`config.mk`:
```
export PLATFORM = sky130hd
export DESIGN_NAME = awu_div
export DESIGN_NICKNAME = d
export VERILOG_FILES = /design/src/hw/rtl/awu_pkg.sv /design/src/hw/rtl/awu_div.sv
export SDC_FILE = /design/constraint.sdc
export NUM_CORES = 2
export LEC_CHECK = 0
export BUFFER_PORTS_ARGS = -buffer_cell sky130_fd_sc_hd__buf_2
export CAP_MARGIN = 20
export CORE_ASPECT_RATIO = 1.1
export CORE_MARGIN = 3
export CORE_UTILIZATION = 44
export DETAILED_ROUTE_END_ITERATION = 7
export MAX_ROUTING_LAYER = met4
export PLACE_DENSITY = 0.67
export SYNTH_ARGS = -nofsm -noshare
export SYNTH_HDL_FRONTEND = slang
export SYNTH_SLANG_ARGS = --single-unit
export TNS_END_PERCENT = 100
```
`constraint.sdc`:
```
create_clock -name clk_i -period 24 [get_ports clk_i]
set_clock_uncertainty 0.2 [all_clocks]
set_input_delay 1.2 -clock clk_i [delete_from_list [all_inputs] [get_ports clk_i]]
set_output_delay 1.2 -clock clk_i [all_outputs]
set_load 0.05 [all_outputs]
```
`src/hw/rtl/awu_pkg.sv`:
```
// Shared types, constants and single-precision arithmetic functions for the
// AdamW element update datapath. No dependencies.
package awu_pkg;

  localparam int QBITS    = 26;
  localparam int DIV_LAT  = QBITS + 2;
  localparam int SQRT_LAT = QBITS + 2;
  localparam int PIPE_LAT = 2 * DIV_LAT + SQRT_LAT + 7;
  localparam int SIDE_LEN = 2 * DIV_LAT + SQRT_LAT + 1;

  localparam logic [31:0] CANON_NAN = 32'h7FC0_0000;
  localparam logic [31:0] F_ONE     = 32'h3F80_0000;
  localparam logic [31:0] F_BETA1   = 32'h3F66_6666;
  localparam logic [31:0] F_BETA2   = 32'h3F7F_BE77;
  localparam logic [31:0] F_OBETA1  = 32'h3DCC_CCD0;
  localparam logic [31:0] F_OBETA2  = 32'h3A83_1200;
  localparam logic [31:0] F_EPS     = 32'h322B_CC77;

  typedef enum logic [1:0] {
    REG_LR  = 2'd0,
    REG_WD  = 2'd1,
    REG_BC1 = 2'd2,
    REG_BC2 = 2'd3
  } cfg_reg_e;

  typedef struct packed {
    logic [31:0] weight;
    logic [31:0] mn;
    logic [31:0] vn;
    logic        last;
  } side_t;

  typedef struct packed {
    logic               sign;
    logic signed [11:0] exp;
    logic [23:0]        man;
  } unp_t;

  function automatic logic is_nan(input logic [31:0] x);
    return (x[30:23] == 8'hFF) && (x[22:0] != 23'd0);
  endfunction

  function automatic logic is_inf(input logic [31:0] x);
    return (x[30:23] == 8'hFF) && (x[22:0] == 23'd0);
  endfunction

  function automatic logic is_zero(input logic [31:0] x);
    return x[30:0] == 31'd0;
  endfunction

  function automatic logic [31:0] canon(input logic [31:0] x);
    return is_nan(x) ? CANON_NAN : x;
  endfunction

  function automatic logic [4:0] lzc27(input logic [26:0] x);
    logic [4:0] n;
    logic       found;
    n = 5'd0;
    found = 1'b0;
    for (int i = 26; i >= 0; i--) begin
      if (!found && x[i]) begin
        found = 1'b1;
      end else if (!found) begin
        n = n + 5'd1;
      end
    end
    return n;
  endfunction

  // Subnormals are normalized so that the mantissa always has its top bit set.
  function automatic unp_t unpack(input logic [31:0] x);
    unp_t       u;
    logic [4:0] lz;
    u.sign = x[31];
    if (x[30:23] == 8'd0) begin
      lz = lzc27({1'b0, x[22:0], 3'b111});
      u.man = {1'b0, x[22:0]} << lz;
      u.exp = 12'sd1 - $signed({7'd0, lz});
    end else begin
      lz = 5'd0;
      u.man = {1'b1, x[22:0]};
      u.exp = $signed({4'd0, x[30:23]});
    end
    return u;
  endfunction

  // The significand has its leading one at bit 26; bit 0 is sticky.
  function automatic logic [31:0] round_pack(input logic sign, input logic signed [11:0] exp,
                                             input logic [26:0] sig);
    logic [26:0] s;
    logic [26:0] mask;
    logic [11:0] sh;
    logic [7:0]  ef;
    logic        up;
    logic [30:0] mag;
    s = sig;
    mask = 27'd0;
    sh = 12'd0;
    ef = 8'd0;
    if (exp >= 12'sd255) begin
      return {sign, 8'hFF, 23'd0};
    end
    if (exp < 12'sd1) begin
      sh = $unsigned(12'sd1 - exp);
      if (sh > 12'd26) begin
        s = {26'd0, |sig};
      end else begin
        mask = (27'd1 << sh[4:0]) - 27'd1;
        s = (sig >> sh[4:0]) | {26'd0, |(sig & mask)};
      end
    end else begin
      ef = exp[7:0];
    end
    up = s[2] & (s[3] | s[1] | s[0]);
    mag = {ef, s[25:3]} + {30'd0, up};
    return {sign, mag};
  endfunction

  function automatic logic [31:0] fmul(input logic [31:0] a, input logic [31:0] b);
    logic               sign;
    unp_t               ua;
    unp_t               ub;
    logic [47:0]        p;
    logic signed [11:0] e;
    logic [26:0]        sig;
    sign = a[31] ^ b[31];
    if (is_nan(a) || is_nan(b)) return CANON_NAN;
    if ((is_inf(a) && is_zero(b)) || (is_zero(a) && is_inf(b))) return CANON_NAN;
    if (is_inf(a) || is_inf(b)) return {sign, 8'hFF, 23'd0};
    if (is_zero(a) || is_zero(b)) return {sign, 31'd0};
    ua = unpack(a);
    ub = unpack(b);
    p = {24'd0, ua.man} * {24'd0, ub.man};
    e = ua.exp + ub.exp - 12'sd127;
    if (p[47]) begin
      e = e + 12'sd1;
      sig = {p[47:22], |p[21:0]};
    end else begin
      sig = {p[46:21], |p[20:0]};
    end
    return round_pack(sign, e, sig);
  endfunction

  function automatic logic [31:0] fadd(input logic [31:0] a, input logic [31:0] b);
    unp_t               ua;
    unp_t               ub;
    unp_t               big;
    unp_t               sml;
    logic [11:0]        d;
    logic [26:0]        mb;
    logic [26:0]        msf;
    logic [26:0]        ms;
    logic [26:0]        mask;
    logic [27:0]        sum;
    logic [26:0]        dif;
    logic [4:0]         lz;
    logic [26:0]        sig;
    logic signed [11:0] e;
    if (is_nan(a) || is_nan(b)) return CANON_NAN;
    if (is_inf(a) && is_inf(b) && (a[31] != b[31])) return CANON_NAN;
    if (is_inf(a)) return a;
    if (is_inf(b)) return b;
    if (is_zero(a) && is_zero(b)) return {a[31] & b[31], 31'd0};
    if (is_zero(a)) return b;
    if (is_zero(b)) return a;
    ua = unpack(a);
    ub = unpack(b);
    if ((ub.exp > ua.exp) || ((ub.exp == ua.exp) && (ub.man > ua.man))) begin
      big = ub;
      sml = ua;
    end else begin
      big = ua;
      sml = ub;
    end
    d = $unsigned(big.exp - sml.exp);
    mb = {big.man, 3'b000};
    msf = {sml.man, 3'b000};
    mask = 27'd0;
    if (d > 12'd26) begin
      ms = 27'd1;
    end else begin
      mask = (27'd1 << d[4:0]) - 27'd1;
      ms = (msf >> d[4:0]) | {26'd0, |(msf & mask)};
    end
    if (big.sign == sml.sign) begin
      sum = {1'b0, mb} + {1'b0, ms};
      if (sum[27]) begin
        sig = {sum[27:2], sum[1] | sum[0]};
        e = big.exp + 12'sd1;
      end else begin
        sig = sum[26:0];
        e = big.exp;
      end
    end else begin
      dif = mb - ms;
      if (dif == 27'd0) return 32'd0;
      lz = lzc27(dif);
      sig = dif << lz;
      e = big.exp - $signed({7'd0, lz});
    end
    return round_pack(big.sign, e, sig);
  endfunction

endpackage

```
`src/hw/rtl/awu_div.sv`:
```
// Pipelined single-precision divider, one quotient bit per digit stage,
// with IEEE handling of zero, infinite and NaN operands. Depends on awu_pkg.
module awu_div
  import awu_pkg::*;
(
  input  logic        clk_i,
  input  logic        en_i,
  input  logic [31:0] num_i,
  input  logic [31:0] den_i,
  output logic [31:0] quo_o
);

  typedef struct packed {
    logic               special;
    logic [31:0]        spec_val;
    logic               sign;
    logic signed [11:0] exp;
    logic [24:0]        rem;
    logic [23:0]        dvs;
    logic [QBITS-1:0]   quo;
  } div_st_t;

  function automatic div_st_t div_prep(input logic [31:0] x, input logic [31:0] d);
    div_st_t s;
    unp_t    ux;
    unp_t    ud;
    logic    sg;
    s = '0;
    sg = x[31] ^ d[31];
    s.sign = sg;
    ux = unpack(x);
    ud = unpack(d);
    priority if (is_nan(x) || is_nan(d)) begin
      s.special = 1'b1;
      s.spec_val = CANON_NAN;
    end else if (is_zero(d)) begin
      s.special = 1'b1;
      s.spec_val = is_zero(x) ? CANON_NAN : {sg, 8'hFF, 23'd0};
    end else if (is_inf(x) && is_inf(d)) begin
      s.special = 1'b1;
      s.spec_val = CANON_NAN;
    end else if (is_inf(x)) begin
      s.special = 1'b1;
      s.spec_val = {sg, 8'hFF, 23'd0};
    end else if (is_inf(d) || is_zero(x)) begin
      s.special = 1'b1;
      s.spec_val = {sg, 31'd0};
    end else begin
      s.dvs = ud.man;
      if (ux.man >= ud.man) begin
        s.rem = {1'b0, ux.man};
        s.exp = ux.exp - ud.exp + 12'sd127;
      end else begin
        s.rem = {ux.man, 1'b0};
        s.exp = ux.exp - ud.exp + 12'sd126;
      end
    end
    return s;
  endfunction

  function automatic div_st_t div_step(input div_st_t s);
    div_st_t     n;
    logic [24:0] r;
    logic        b;
    n = s;
    b = s.rem >= {1'b0, s.dvs};
    r = b ? (s.rem - {1'b0, s.dvs}) : s.rem;
    n.rem = {r[23:0], 1'b0};
    n.quo = {s.quo[QBITS-2:0], b};
    return n;
  endfunction

  div_st_t     st_q [QBITS+1];
  logic [31:0] quo_q;

  always_ff @(posedge clk_i) begin
    if (en_i) begin
      st_q[0] <= div_prep(num_i, den_i);
      for (int k = 1; k <= QBITS; k++) begin
        st_q[k] <= div_step(st_q[k-1]);
      end
      quo_q <= st_q[QBITS].special ? st_q[QBITS].spec_val :
               round_pack(st_q[QBITS].sign, st_q[QBITS].exp,
                          {st_q[QBITS].quo, |st_q[QBITS].rem});
    end
  end

  assign quo_o = quo_q;

endmodule

```
==> impl_metrics.yaml <==
run_status:
  status: "completed"
clock_tree:
  cts_tree: "done"
  cts.root.buffer_cell: "clkbuf_16"
  cts_resized: 0
  post_cts_buffers: 0
  cts.path.max_buffers: 4
  clkTransAtPathRegs_ns: 0.06
  htreeDepth: 4
  postCtsHoldBufs: 0
  cts_sinks: 2115
  cts_buffers: 226
  clk_latency_ns: 0.89
yosys:
  synthSimpleGateAreaFrac: 0.102
  async_reset_ff_frac: 0
  synth_mux_area_frac: 0.0316
  synth_area_mm2: 0.111
  synth_edf_count: 2115
  synthTopCellsByArea: "edfxtp_1, ha_1, inv_1"
  dominantRegCellSynth: "edfxtp_1"
  synth_area_per_cell_um2: 11.7
  synth_top_area_cell: "edfxtp_1"
  synth_top_family_by_area: "compound AO/OA/AOI/OAI gates"
  seq_area_frac_synth: 0.573
  synth_commonest_cells: "edfxtp_1, inv_1, nand2_1"
  syn_nets: 10256
  synth_xor_area_frac: 0.0449
  synth_compound_area_frac: 0.122
  syn_inst: 9454
  ys_warn_count: 0
  synthAdderAreaFrac: 0.0856
  yosysMostFrequentCell: "edfxtp_1"
  yosysTopAreaCellShare: 0.573
  synth-seq-cells: 2115
  synthDistinctLibCells: 105
grt:
  grt_overflow: 0
  grt_pass1_wl_um: 404000
  grt_max_degree: 200
  grt_use_total: 0.201
  antenna_found_initial: 10
  grt_pass1_vias: 71659
setup_path:
  crit_arrival_ns: 19.00
  r2r_cells: 20
  cpPeakStageDelay_ns: 0.66
  worstSetupEndpoint: "st_q[0][60]$_SDFFCE_PP0P_"
  worstSetupStartpointType: "primary input"
  worst-path-max-fanout: 30
  critPathKind: "primary input to flop"
  critPathLaunch: "num_i[19]"
  cpMaxStageDelayCell: "nor2_1"
  cp_num_cells: 82
  critPathBufInv: 5
  r2r_end: "quo_o[25]$_DFFE_PP_"
  required_ns: 24.50
  setup.reg_to_reg.worst_slack_ns: 16.88
  timing.critical_path.mode_cell: "ha_1"
  rr_startpoint: "st_q[1][1286]$_DFFE_PP_"
  cpLargestDelayFamily: "adder cells"
  end_kind: "flop"
die:
  num_rows: 192
  core_area_mm2: 0.250
  die_w_um: 484
  pin_count: 98
  start_util: 0.444
  dieArea_mm2: 0.258
  fp.dieH_um: 532
routing:
  via_per_inst: 5.54
  ant_nets: 0
  dr.pass1.iters: 8
  vias: 72496
  routed_wl_um: 257000
  drc: 0
  routedWlPerCell_um: 19.6
  first_iter_violations: 5692
finish:
  area_growth_pct: 10.5
  fill_cells: 21659
  fin_nets: 10415
  final_layout_size_suffix_gt1_frac: 0.0789
  fin_area_mm2: 0.122
placement:
  detailedPlacementHpwl_um: 189000
  gp_congestion: 0.920
  port_buffers: 97
  place_area_mm2: 0.115
sta:
  period_share: 0.771
  fin_crit_ns: 18.50
  rsz0062_at_grt: "false"
  relSlewSlack: 0.273
  slew_viol_final: 0
  finalSetupViolations: 0
  hold_viol: 0
  finalSetupTns_ns: 0
  tightest_slew_ns: 1.09
  holdWs_ns: 0.173
  fmax_ghz: 0.0540
power_and_ir_drop:
  vdd_drop_max_uv: 64.5
  p_per_area_mw_per_mm2: 118
  power.total_w: 0.0145
  power_leakage_nw: 48.1
run:
  cap_violations: 0
hold_path:
  hp-class: "flop to flop"
==> state kept, by name (all words and copies together), names as in the netlist <==
name   cells
quo_o     32
st_q    2083
==> layer usage <==
layer,vias to the layer above,track usage,share of wire
li1,34914,-,-
met1,35398,0.256,0.43
met2,1729,0.339,0.49
met3,455,0.0238,0.046
met4,0,0.0599,0.029
met5,-,-,0
==> area by class of cell <==
class,instances,area [um2],share of cell area
antenna,9,22.5,0.000184
clock buffer,253,5780,0.0472
clock inverter,151,1470,0.0120
inverter,952,3570,0.0292
multi-input combinational,6151,42800,0.350
sequential,2115,63500,0.519
tap,3298,4130,0.0337
timing repair buffer,167,1090,0.00889
==> kinds of logic (layout without fill, tap and decap cells) <==
group / count (synthesis) / count (layout)
simple gates: 2365 / 2365
buf+inv: 1188 / 1523
fa+ha+maj: 743 / 743
flops: 2115 / 2115
other cells: 0 / 9
xor+xnor: 551 / 551
compound gates: 2190 / 2190
mux: 302 / 302
==> layout by cell type, fill, tap and decap left out, types with 96 or more instances in the layout <==
cell / instances
a21oi_1: 698
mux2_2: 138
o21ai_0: 602
buf_2: 96
clkbuf_16: 227
a21o_1: 196
xor2_1: 205
ha_1: 709
nor2_1: 611
nand4_1: 124
nand3_1: 138
nand2b_1: 146
nand2_1: 729
edfxtp_1: 2115
xnor2_1: 333
mux2i_1: 137
a21boi_0: 98
nor2b_1: 112
inv_1: 949
nor3_1: 165
o31ai_1: 113
==> power by group <==
group | total (W) | internal (W) | switching [W]
Sequential | 0.00565 | 0.00521 | 0.000439
Clock | 0.00342 | 0.00199 | 0.00143
Combinational | 0.00539 | 0.00226 | 0.00313
==> metrics by stage <==
| step | std cells | worst slack [ns] | util |
|---|---|---|---|
| floorplan | 9454 | 6.59 | - |
| global route | 13096 | 4.23 | 0.490 |
| finish | 13096 | 5.50 | 0.490 |
| global placement | 12682 | 4.54 | 0.461 |
| detailed placement | 12682 | 4.79 | 0.461 |
| CTS | 13086 | 5.60 | 0.490 |
==> worst min path at each step <==
stage,startpoint,endpoint,slack (ns),cells after the start
finish,st_q[1][804]$_DFFE_PP_,st_q[1][925]$_DFFE_PP_,0.17,0
global route,st_q[1][205]$_DFFE_PP_,st_q[1][326]$_DFFE_PP_,0.19,0
CTS,st_q[1][82]$_DFFE_PP_,st_q[1][203]$_DFFE_PP_,0.17,0
detailed placement,st_q[0][925]$_DFFE_PP_,st_q[0][1046]$_DFFE_PP_,0.20,0
global placement,st_q[0][448]$_DFFE_PP_,st_q[0][569]$_DFFE_PP_,0.20,0
floorplan,st_q[0][922]$_DFFE_PP_,st_q[0][1043]$_DFFE_PP_,0.20,0
Note: power is estimated with default switching activity, not from simulation.
